--- src/hdl/rfr_pkg.sv ---
// shared types, constants and header classifier for the rdss frame receiver
`default_nettype none

package rfr_pkg;

  localparam int BYTE_W = 8;
  localparam int LEN_W  = 16;
  localparam int KIND_W = 4;
  localparam int STAT_W = 2;
  localparam int HDR_W  = 32;

  localparam logic [BYTE_W-1:0] START_BYTE    = 8'h24;
  localparam logic [LEN_W-1:0]  MIN_FRAME_LEN = 16'd8;

  // frame_kind codes
  localparam logic [KIND_W-1:0] KIND_UNKNOWN = 4'd10;
  localparam int                NUM_KINDS    = 10;

  // frame_status codes
  localparam logic [STAT_W-1:0] STAT_GOOD     = 2'd0;
  localparam logic [STAT_W-1:0] STAT_MISMATCH = 2'd1;
  localparam logic [STAT_W-1:0] STAT_BAD_LEN  = 2'd2;

  typedef logic [HDR_W-1:0] hdr_word_t;

  // header bytes 1..4 of each known class, first byte on top
  localparam hdr_word_t KIND_WORDS [NUM_KINDS] = '{
    32'h5369675F,  // Sig_
    32'h506F735F,  // Pos_
    32'h4D73675F,  // Msg_
    32'h4273745F,  // Bst_
    32'h4963635F,  // Icc_
    32'h5374735F,  // Sts_
    32'h5A73745F,  // Zst_
    32'h5A72645F,  // Zrd_
    32'h54696D5F,  // Tim_
    32'h46626B5F   // Fbk_
  };

  typedef struct packed {
    logic [KIND_W-1:0] kind;
    logic [STAT_W-1:0] status;
    logic [LEN_W-1:0]  length;
  } result_t;

  // parallel compare against the known headers
  function automatic logic [KIND_W-1:0] classify(input hdr_word_t word);
    logic [KIND_W-1:0] kind;
    kind = KIND_UNKNOWN;
    for (int i = NUM_KINDS - 1; i >= 0; i--) begin
      if (KIND_WORDS[i] == word) begin
        kind = KIND_W'(i);
      end
    end
    return kind;
  endfunction

endpackage

`default_nettype wire

--- src/hdl/rfr_in_stage.sv ---
// input register stage holding one received byte
`default_nettype none

module rfr_in_stage (
  input  wire logic                     clk,
  input  wire logic                     rst,
  input  wire logic                     in_valid,
  output logic                          in_ready,
  input  wire logic [rfr_pkg::BYTE_W-1:0] rx_byte,
  input  wire logic                     advance,
  output logic                          s1_valid,
  output logic [rfr_pkg::BYTE_W-1:0]    s1_byte
);

  logic take;
  logic s1_valid_next;

  assign in_ready = !s1_valid || advance;
  assign take     = in_valid && in_ready;

  always_comb begin
    s1_valid_next = s1_valid;
    if (take) begin
      s1_valid_next = 1'b1;
    end else if (advance) begin
      s1_valid_next = 1'b0;
    end
  end

  always_ff @(posedge clk) begin
    if (rst) begin
      s1_valid <= 1'b0;
    end else begin
      s1_valid <= s1_valid_next;
    end
  end

  always_ff @(posedge clk) begin
    if (take) begin
      s1_byte <= rx_byte;
    end
  end

endmodule

`default_nettype wire

--- src/hdl/rfr_framer.sv ---
// framing state, running checksum and result decision for one byte
`default_nettype none

module rfr_framer #(
  parameter int MAX_FRAME_LEN = 2048
) (
  input  wire logic                       clk,
  input  wire logic                       rst,
  input  wire logic                       advance,
  input  wire logic [rfr_pkg::BYTE_W-1:0] s1_byte,
  output logic                            res_valid,
  output rfr_pkg::result_t                res
);

  localparam int CNT_W = $clog2(MAX_FRAME_LEN);
  localparam int CMP_W = rfr_pkg::LEN_W + 1;
  localparam logic [CMP_W-1:0] MAX_LEN = CMP_W'(MAX_FRAME_LEN);

  logic                       in_frame, in_frame_next;
  logic [CNT_W-1:0]           byte_count, byte_count_next;
  logic [rfr_pkg::BYTE_W-1:0] running_xor, running_xor_next;
  logic [rfr_pkg::LEN_W-1:0]  expected_length, expected_length_next;
  rfr_pkg::hdr_word_t         header_word, header_word_next;

  logic [rfr_pkg::LEN_W-1:0]  len_full;
  logic                       last_byte;
  logic                       bad_len;

  assign len_full  = {expected_length[rfr_pkg::LEN_W-1:rfr_pkg::BYTE_W], s1_byte};
  assign last_byte = (byte_count >= CNT_W'(7)) &&
                     ((CMP_W'(byte_count) + CMP_W'(1)) == {1'b0, expected_length});
  assign bad_len   = (len_full < rfr_pkg::MIN_FRAME_LEN) || ({1'b0, len_full} > MAX_LEN);

  always_comb begin
    in_frame_next        = in_frame;
    byte_count_next      = byte_count;
    running_xor_next     = running_xor;
    expected_length_next = expected_length;
    header_word_next     = header_word;
    res_valid            = 1'b0;
    res.kind             = rfr_pkg::classify(header_word);
    res.status           = rfr_pkg::STAT_GOOD;
    res.length           = expected_length;

    if (!in_frame) begin
      if (s1_byte == rfr_pkg::START_BYTE) begin
        in_frame_next        = 1'b1;
        byte_count_next      = CNT_W'(1);
        running_xor_next     = s1_byte;
        expected_length_next = '0;
        header_word_next     = '0;
      end
    end else if (last_byte) begin
      res_valid  = 1'b1;
      res.status = (s1_byte == running_xor) ? rfr_pkg::STAT_GOOD : rfr_pkg::STAT_MISMATCH;
    end else begin
      running_xor_next = running_xor ^ s1_byte;
      byte_count_next  = byte_count + CNT_W'(1);
      if (byte_count <= CNT_W'(4)) begin
        header_word_next = {header_word[rfr_pkg::HDR_W-rfr_pkg::BYTE_W-1:0], s1_byte};
      end else if (byte_count == CNT_W'(5)) begin
        expected_length_next = {s1_byte, {rfr_pkg::BYTE_W{1'b0}}};
      end else if (byte_count == CNT_W'(6)) begin
        expected_length_next = len_full;
        if (bad_len) begin
          res_valid  = 1'b1;
          res.status = rfr_pkg::STAT_BAD_LEN;
          res.length = len_full;
        end
      end
    end

    // any result sends the framer back to hunting
    if (res_valid) begin
      in_frame_next        = 1'b0;
      byte_count_next      = '0;
      running_xor_next     = '0;
      expected_length_next = '0;
      header_word_next     = '0;
    end
  end

  always_ff @(posedge clk) begin
    if (rst) begin
      in_frame        <= 1'b0;
      byte_count      <= '0;
      running_xor     <= '0;
      expected_length <= '0;
      header_word     <= '0;
    end else if (advance) begin
      in_frame        <= in_frame_next;
      byte_count      <= byte_count_next;
      running_xor     <= running_xor_next;
      expected_length <= expected_length_next;
      header_word     <= header_word_next;
    end
  end

endmodule

`default_nettype wire

--- src/hdl/rfr_out_stage.sv ---
// result register that holds a finished frame report until taken
`default_nettype none

module rfr_out_stage (
  input  wire logic                       clk,
  input  wire logic                       rst,
  input  wire logic                       load,
  input  wire rfr_pkg::result_t           res,
  output logic                            out_valid,
  input  wire logic                       out_ready,
  output logic [rfr_pkg::KIND_W-1:0]      frame_kind,
  output logic [rfr_pkg::STAT_W-1:0]      frame_status,
  output logic [rfr_pkg::LEN_W-1:0]       frame_length
);

  rfr_pkg::result_t held;
  logic             out_valid_next;

  always_comb begin
    out_valid_next = out_valid;
    if (load) begin
      out_valid_next = 1'b1;
    end else if (out_ready) begin
      out_valid_next = 1'b0;
    end
  end

  always_ff @(posedge clk) begin
    if (rst) begin
      out_valid <= 1'b0;
    end else begin
      out_valid <= out_valid_next;
    end
  end

  always_ff @(posedge clk) begin
    if (load) begin
      held <= res;
    end
  end

  assign frame_kind   = held.kind;
  assign frame_status = held.status;
  assign frame_length = held.length;

endmodule

`default_nettype wire

--- src/hdl/rdss_frame_receiver.sv ---
// top level of the rdss serial frame receiver
// path: an accepted byte is held in the byte register and framed when it advances; a report it
//   closes is loaded into the report register, which raises out_valid
// throughput: one byte per cycle; a byte waits only while an untaken report is held
// reset: synchronous rst clears the input and result valid flags and returns the
//   framer to hunting for a start byte, with count, checksum, length and header at zero
`default_nettype none

module rdss_frame_receiver #(
  parameter int MAX_FRAME_LEN = 2048
) (
  input  wire logic                       clk,
  input  wire logic                       rst,
  // received byte channel
  input  wire logic                       in_valid,
  output logic                            in_ready,
  input  wire logic [rfr_pkg::BYTE_W-1:0] rx_byte,
  // frame report channel
  output logic                            out_valid,
  input  wire logic                       out_ready,
  output logic [rfr_pkg::KIND_W-1:0]      frame_kind,
  output logic [rfr_pkg::STAT_W-1:0]      frame_status,
  output logic [rfr_pkg::LEN_W-1:0]       frame_length
);

  logic                       s1_valid;
  logic [rfr_pkg::BYTE_W-1:0] s1_byte;
  logic                       advance;
  logic                       res_valid;
  rfr_pkg::result_t           res;

  // the held byte moves through the framer whenever the result register is free
  // or being emptied this cycle, so a report never overwrites an untaken one
  assign advance = s1_valid && (!out_valid || out_ready);

  // byte register: takes a new transaction while the previous byte is framed
  rfr_in_stage u_in (
    .clk      (clk),
    .rst      (rst),
    .in_valid (in_valid),
    .in_ready (in_ready),
    .rx_byte  (rx_byte),
    .advance  (advance),
    .s1_valid (s1_valid),
    .s1_byte  (s1_byte)
  );

  // hunting / counting / xor, decides when a report goes out
  rfr_framer #(
    .MAX_FRAME_LEN (MAX_FRAME_LEN)
  ) u_framer (
    .clk       (clk),
    .rst       (rst),
    .advance   (advance),
    .s1_byte   (s1_byte),
    .res_valid (res_valid),
    .res       (res)
  );

  // report register
  rfr_out_stage u_out (
    .clk          (clk),
    .rst          (rst),
    .load         (advance && res_valid),
    .res          (res),
    .out_valid    (out_valid),
    .out_ready    (out_ready),
    .frame_kind   (frame_kind),
    .frame_status (frame_status),
    .frame_length (frame_length)
  );

endmodule

`default_nettype wire

--- config.mk ---
export PLATFORM = sky130hd
export DESIGN_NAME = rdss_frame_receiver
export DESIGN_NICKNAME = d
export VERILOG_FILES = /design/src/hdl/rfr_pkg.sv /design/src/hdl/rfr_in_stage.sv /design/src/hdl/rfr_framer.sv /design/src/hdl/rfr_out_stage.sv /design/src/hdl/rdss_frame_receiver.sv
export SDC_FILE = /design/constraint.sdc
export NUM_CORES = 1
export LEC_CHECK = 0
export BUFFER_PORTS_ARGS = -buffer_cell sky130_fd_sc_hd__clkbuf_2
export CORE_UTILIZATION = 30
export CTS_BUF_LIST = sky130_fd_sc_hd__clkbuf_16
export DETAILED_ROUTE_END_ITERATION = 12
export PLACE_DENSITY_LB_ADDON = 0.15
export RECOVER_POWER = 25
export SLEW_MARGIN = 0
export SYNTH_ARGS = -nofsm -noshare
export SYNTH_HDL_FRONTEND = slang
export SYNTH_HIERARCHICAL = 1
export SYNTH_SLANG_ARGS = --single-unit
export TNS_END_PERCENT = 50
--- constraint.sdc ---
create_clock -name clk -period 3.1 [get_ports clk]
set_input_delay 0.31 -clock clk [delete_from_list [all_inputs] [get_ports clk]]
set_output_delay 0.31 -clock clk [all_outputs]
set_load 0.01 [all_outputs]
==> Word level (Yosys, flattened, before mapping) <==
Index checks and enable logic that the tools add are counted.
Widths: inputs -> output; s select.
{ "op_classes": {"eq_ne": 20, "n_reduce_logical": 19, "n_addsub": 2, "n_lt_le_gt_ge": 4, "bitwise": 1, "n_mux": 50} }
{ "op_table": {"columns": ["operator", "n"], "rows": [
  ["$eq 31x32->1 const A", 10],
  ["$mux 32", 5],
  ["$mux 16", 8],
  ["$mux 18", 4],
  ["$mux 11", 4],
  ["$mux 8", 5],
  ["$eq 11x3->1 const B", 2],
  ["$eq 17x16->1", 1],
  ["$gt 16x12->1 const B", 1],
  ["$lt 16x4->1 const B", 1],
  ["$mux 1", 15],
  ["$add 11x1->12 const B", 1],
  ["$mux 3", 4],
  ["$ne 3x3->1 const B", 4],
  ["$add 11x1->11 const B", 1],
  ["$ge 11x3->1 const B", 1],
  ["$le 11x3->1 const B", 1],
  ["$mux 2", 5],
  ["$reduce_and 5->1", 2],
  ["$eq 8x6->1 const B", 1],
  ["$eq 8x8->1", 1],
  ["$reduce_or 8->1", 1],
  ["$xor 8x8->8", 1],
  ["$logic_and 1x1->1", 4],
  ["9 further kinds", 13]
]} }
{ "word_totals": {"reg_bits": 100, "elab_cells": 111, "in_bits": 12} }

==> Depth between registers and ports, before layout <==
{ "logic_depth": {"word_depth": 10, "depth_mapped": 12} }

==> Hierarchy <==
The synthesis kept the hierarchy.
{ "modules_own_cells": {"columns": ["module", "instances", "cells_per_inst", "area_per_inst_um2", "seq_area_each_um2"], "rows": [
  ["rfr_framer", 1, 442, 3872.5, 1361.3],
  ["rfr_out_stage", 1, 26, 699.4, 680.7],
  ["rfr_in_stage", 1, 13, 295.3, 260.2],
  ["rdss_frame_receiver", 1, 3, 18.8, 0.0]
]} }

==> Worst setup path after synthesis <==
OpenSTA, ideal clock, no wires.
{ "synth_path": {"kind": "register to register", "from": "register u_framer.byte_count[0]", "to": "register u_out.held (netlist bit u_out/frame_kind[0]) (enable)", "required_time_ns": 2.719, "stages_incl_launch_ff": 11, "setup_time_ns": 0.381, "t_arrival_ns": 2.986, "setup_slack_ns": -0.267, "period_less_slack_ns": 3.367, "cell_sequence": "dfxtp_1 ha_1 and3_4 nand3_1 xnor2_1 or4_1 clkbuf_1 o31a_1 buf_6 nor2b_1 and3_1"} }
{ "synth_via": {"elab_chain_len": 7, "elab_cells_between_ends": 13} }
{ "synth_rtl": {"columns": ["element", "line", "source"], "rows": [
  ["start: declaration", "rfr_framer.sv:20", "logic [CNT_W-1:0] byte_count, byte_count_next;"],
  ["start signal: assignment", "rfr_framer.sv:92", "byte_count <= byte_count_next;"],
  ["parallel branches: the longest is 4 deep, another holds $add 11x1->12", null, null],
  ["$mux 1 *", "rfr_framer.sv:53", "end else if (last_byte) begin"],
  ["$mux 1 *", "rfr_framer.sv:45", "if (!in_frame) begin"],
  ["named net res_valid", "rdss_frame_receiver.sv:29", "logic res_valid;"],
  ["$logic_and 1x1->1 *", "rdss_frame_receiver.sv:64", ".load (advance && res_valid),"],
  ["end signal: assignment", "rfr_out_stage.sv:38", "held <= res;"],
  ["end: declaration", "rfr_out_stage.sv:16", "rfr_pkg::result_t held;"]
]} }
Mark *: on every way through the listed nets, which the timed path passes.
A chain may end at the register's enable or synchronous reset.

==> Worst setup path in the final report <==
{ "layout_path": {"from": "register u_framer.byte_count[1]", "to": "register u_framer/expected_length[11] in the netlist's numbering"} }
{ "layout_via": {"elab_chain_len": 8, "elab_cells_between_ends": 18} }
{ "layout_rtl": {"columns": ["element", "line", "source"], "rows": [
  ["parallel branches: the longest is 8 deep, another holds $add 11x1->12", null, null],
  ["end signal: assignment", "rfr_framer.sv:94", "expected_length <= expected_length_next;"],
  ["end: declaration", "rfr_framer.sv:22", "logic [rfr_pkg::LEN_W-1:0] expected_length, expected_length_next;"]
]} }
Parallel ways; which one is timed is not known.

==> impl_metrics.toml <==
[run_status]
outcome = "finished, final reports clean"

[synth]
ys_seq_area_share_pct = 47.1
ys_async_sr_fraction_pct = 0
yosysTopAreaCell = "dfxtp_1"
synth_top_area_share_pct = 28.7
syn_area_per_cell_um2 = 10.1
synth_edf_count = 30
synth_fp_nets = 500
yosys_warnings = 6
synth_area_um2 = 4890
ys_top_cells_by_area = "dfxtp_1, edfxtp_1, a22o_1"
synth.distinct_cells = 66
syn-instance-count = 484
synth_ff_type = "dfxtp_1"
synth_seq_cells = 100

[pwr]
vdd_drop_max_mv = 0.252
p_seq_share_pct = 50.2
p_int_mw = 2.10
leakagePower_nw = 2.11
p_sw_share_pct = 22.4
clockPowerShare_pct = 46.7
power_density_nw_per_um2 = 477
p_switching_uw = 604
p_total_mw = 2.70
pwr-share-comb_pct = 3.0

[clock_tree]
clk_latency_ns = 0.35
cts_buffers = 9
hold_buffers = 0
clkSinkCount = 100
clockBufferDepth = 2
cts_root_buf = "clkbuf_16"
cts_tree = "done"
path_clk_slew_ns = 0.07
htree_levels = 3

[drt]
vias = 3857
dr.pass1.iters = 5
dr.first_iter.drc_count = 289
ant_nets = 0
wire_per_inst_um = 17.5
drc = 0
drt-vias-per-instance = 5.20
routed_wl_mm = 13.0

[hold_path]
hp-start = "rx_byte[4]"
whs_path_depth = 1
min_to = "u_in/s1_byte[4]$_DFFE_PP_"
hp-class = "input port to flop"

[finish]
drive_gt1_share_pct = 17.3
design_area_um2 = 5670
antenna_cells = 0
final_common_cell = "dfxtp_1"
instances_no_fill = 742
mostFrequentLayoutCells = "dfxtp_1, a22o_1, nand2_1, buf_4, edfxtp_1"
area_growth_pct = 16.0
fin_util_pct = 35.7
nNetsFinal = 537

[worst_setup_path]
slowest_stage = "or4_1"
worst-path-stages = 9
start_kind = "flop"
rrSetupSlack_ns = 0.16
crit-reg2reg-launch = "u_framer/byte_count[1]$_SDFFE_PP0P_"
r2r_cells = 9
r2r-end = "u_framer/expected_length[11]$_SDFFE_PP0P_"
required_ns = 3.34
end_kind = "flop"
crit_type = "flop to flop"
path_delay_family = "compound AO/OA/AOI/OAI gates"
critPathBufInv = 1
cp.arrival_ns = 3.19
cp_max_fo = 9
critical_path.cell_chain = "ha_2 -> and3_4 -> nand3_4 -> or4_1 -> o211a_2 -> o31a_1 -> buf_4 -> a41o_1 -> a22o_1"
max_stage_delay_ns = 0.51

[grt]
grt_usage_pct = 16.1
grt_pass1_wl_mm = 20.3
antenna_found_initial = 0
overflow = 0
grt_pass1_vias = 3696
grt_max_degree = 33

[placed_design]
io_buffers = 35
placed_cell_area_um2 = 5340
hpwl_mm = 9.36
gp_congestion = 0.931
dp.cells = 725

[sta]
finalCritPeriodShare_pct = 94.9
max_slew.worst_pin.slew_ns = 0.757
setup_violations = 0
max_freq_ghz = 0.340
final-hold-violation-count = 0
skew_ns = 0.00820
fin_tns_setup_ns = 0
rsz0062_at_grt = "no"
max_slew_margin_pct = 49.3
period_needed_ns = 2.94
drv_slew = 0

[run]
maxCapViolCount = 0

[die]
dieHeight_um = 130
io_pins = 36
core_region_area_um2 = 15900
dieArea_um2 = 16800
die_x_um = 130
num_rows = 46
start_util_pct = 30.8
logic make-up after synthesis:
family	share of synthesized area, %
and+or+nand+nor	20.1
AOI/OAI and AO/OA	18.8
DFF	47.1
buffers and inverters	5.86
xor gates and xnor gates	3.23
muxes	3.92
adders and majority gates	1.02
metrics by stage:
step,hold slack (ns),worst slack [ns]
floorplan,0.372,0.0546
global placement,0.459,0.178
detailed placement,0.460,0.0857
CTS,0.111,0.0502
global route,0.124,0.0528
finish,0.130,0.157
worst register-to-register path, stage by stage, from the launching register on:
cell and delay (ns):
dfxtp_1 0.40, ha_2 0.26, and3_4 0.22, nand3_4 0.07
or4_1 0.51, o211a_2 0.19, o31a_1 0.36, buf_4 0.20
a41o_1 0.35, a22o_1 0.28
registers in the layout, indices dropped and copies added (netlist names):
signal                    cells
u_framer/expected_length     16
u_in/s1_byte                  8
u_framer/header_word         32
u_out/frame_length           16
u_out/out_valid               1
u_out/frame_status            2
u_framer/running_xor          8
u_framer/in_frame             1
u_out/frame_kind              4
u_in/s1_valid                 1
u_framer/byte_count          11
synth_stat cells, drive strengths merged (3+ instances only):
cell	n
a41o	5
o31a	5
ha	4
nand4	21
and3	5
nand2b	5
a31oi	4
dfxtp	70
xor2	5
nand3	14
o31ai	12
nor3b	9
a211oi	3
or4	5
nor4	11
inv	15
clkbuf	19
nand2	39
nor4b	3
xnor2	13
or2	3
o211ai	3
and2	5
nor2b	5
o21ai	10
a21oi	12
edfxtp	30
mux2i	9
nor2	26
a21o	8
mux2	9
a22o	40
buf	22
nor3	13
layer usage:
| layer | wire length, um | global-route usage (%) |
|---|---|---|
| met5 | 0 | 0 |
| met4 | 284 | 6.43 |
| met3 | 685 | 4.38 |
| met2 | 5770 | 24.6 |
| met1 | 6280 | 21.5 |
power by group through the flow:
| stage | Sequential [mW] | Combinational [mW] | Clock (mW) |
|---|---|---|---|
| after floorplan | 1.38 | 0.0555 | 0 |
| after global placement | 1.39 | 0.0836 | 0 |
| after detailed placement | 1.39 | 0.0833 | 0 |
| after CTS | 1.36 | 0.0836 | 1.31 |
| after global routing | 1.36 | 0.0903 | 1.36 |
| final | 1.36 | 0.0823 | 1.26 |
layout make-up:
cell class                      instances  area [um2]
Timing Repair Buffer                   66         377
Sequential cell                       100        2310
Inverter                               15        56.3
Clock buffer                            9         225
Clock inverter                          7         109
Fill cell                            1617       10200
Multi-Input combinational cell        329        2320
Tap cell                              216         270
worst max-delay path by stage:
stage,endpoint,slack (ns),from
after floorplan,u_out/frame_length[0]$_DFFE_PP_,0.05,u_framer/byte_count[0]$_SDFFE_PP0P_
after global placement,u_out/frame_length[3]$_DFFE_PP_,0.18,u_framer/byte_count[0]$_SDFFE_PP0P_
after detailed placement,u_out/frame_length[2]$_DFFE_PP_,0.09,u_framer/byte_count[0]$_SDFFE_PP0P_
after CTS,u_out/frame_length[8]$_DFFE_PP_,0.05,u_framer/byte_count[0]$_SDFFE_PP0P_
after global routing,u_framer/expected_length[11]$_SDFFE_PP0P_,0.05,u_framer/byte_count[6]$_SDFFE_PP0P_
final,u_framer/expected_length[11]$_SDFFE_PP0P_,0.16,u_framer/byte_count[1]$_SDFFE_PP0P_
repair_timing:
| item | in CTS | in global routing |
|---|---|---|
| endpoints found under the setup margin | 0 | 39 |
| gates resized for setup | 0 | 9 |
| setup buffers | 0 | 0 |
No activity file was read; power rests on OpenSTA's default activity.
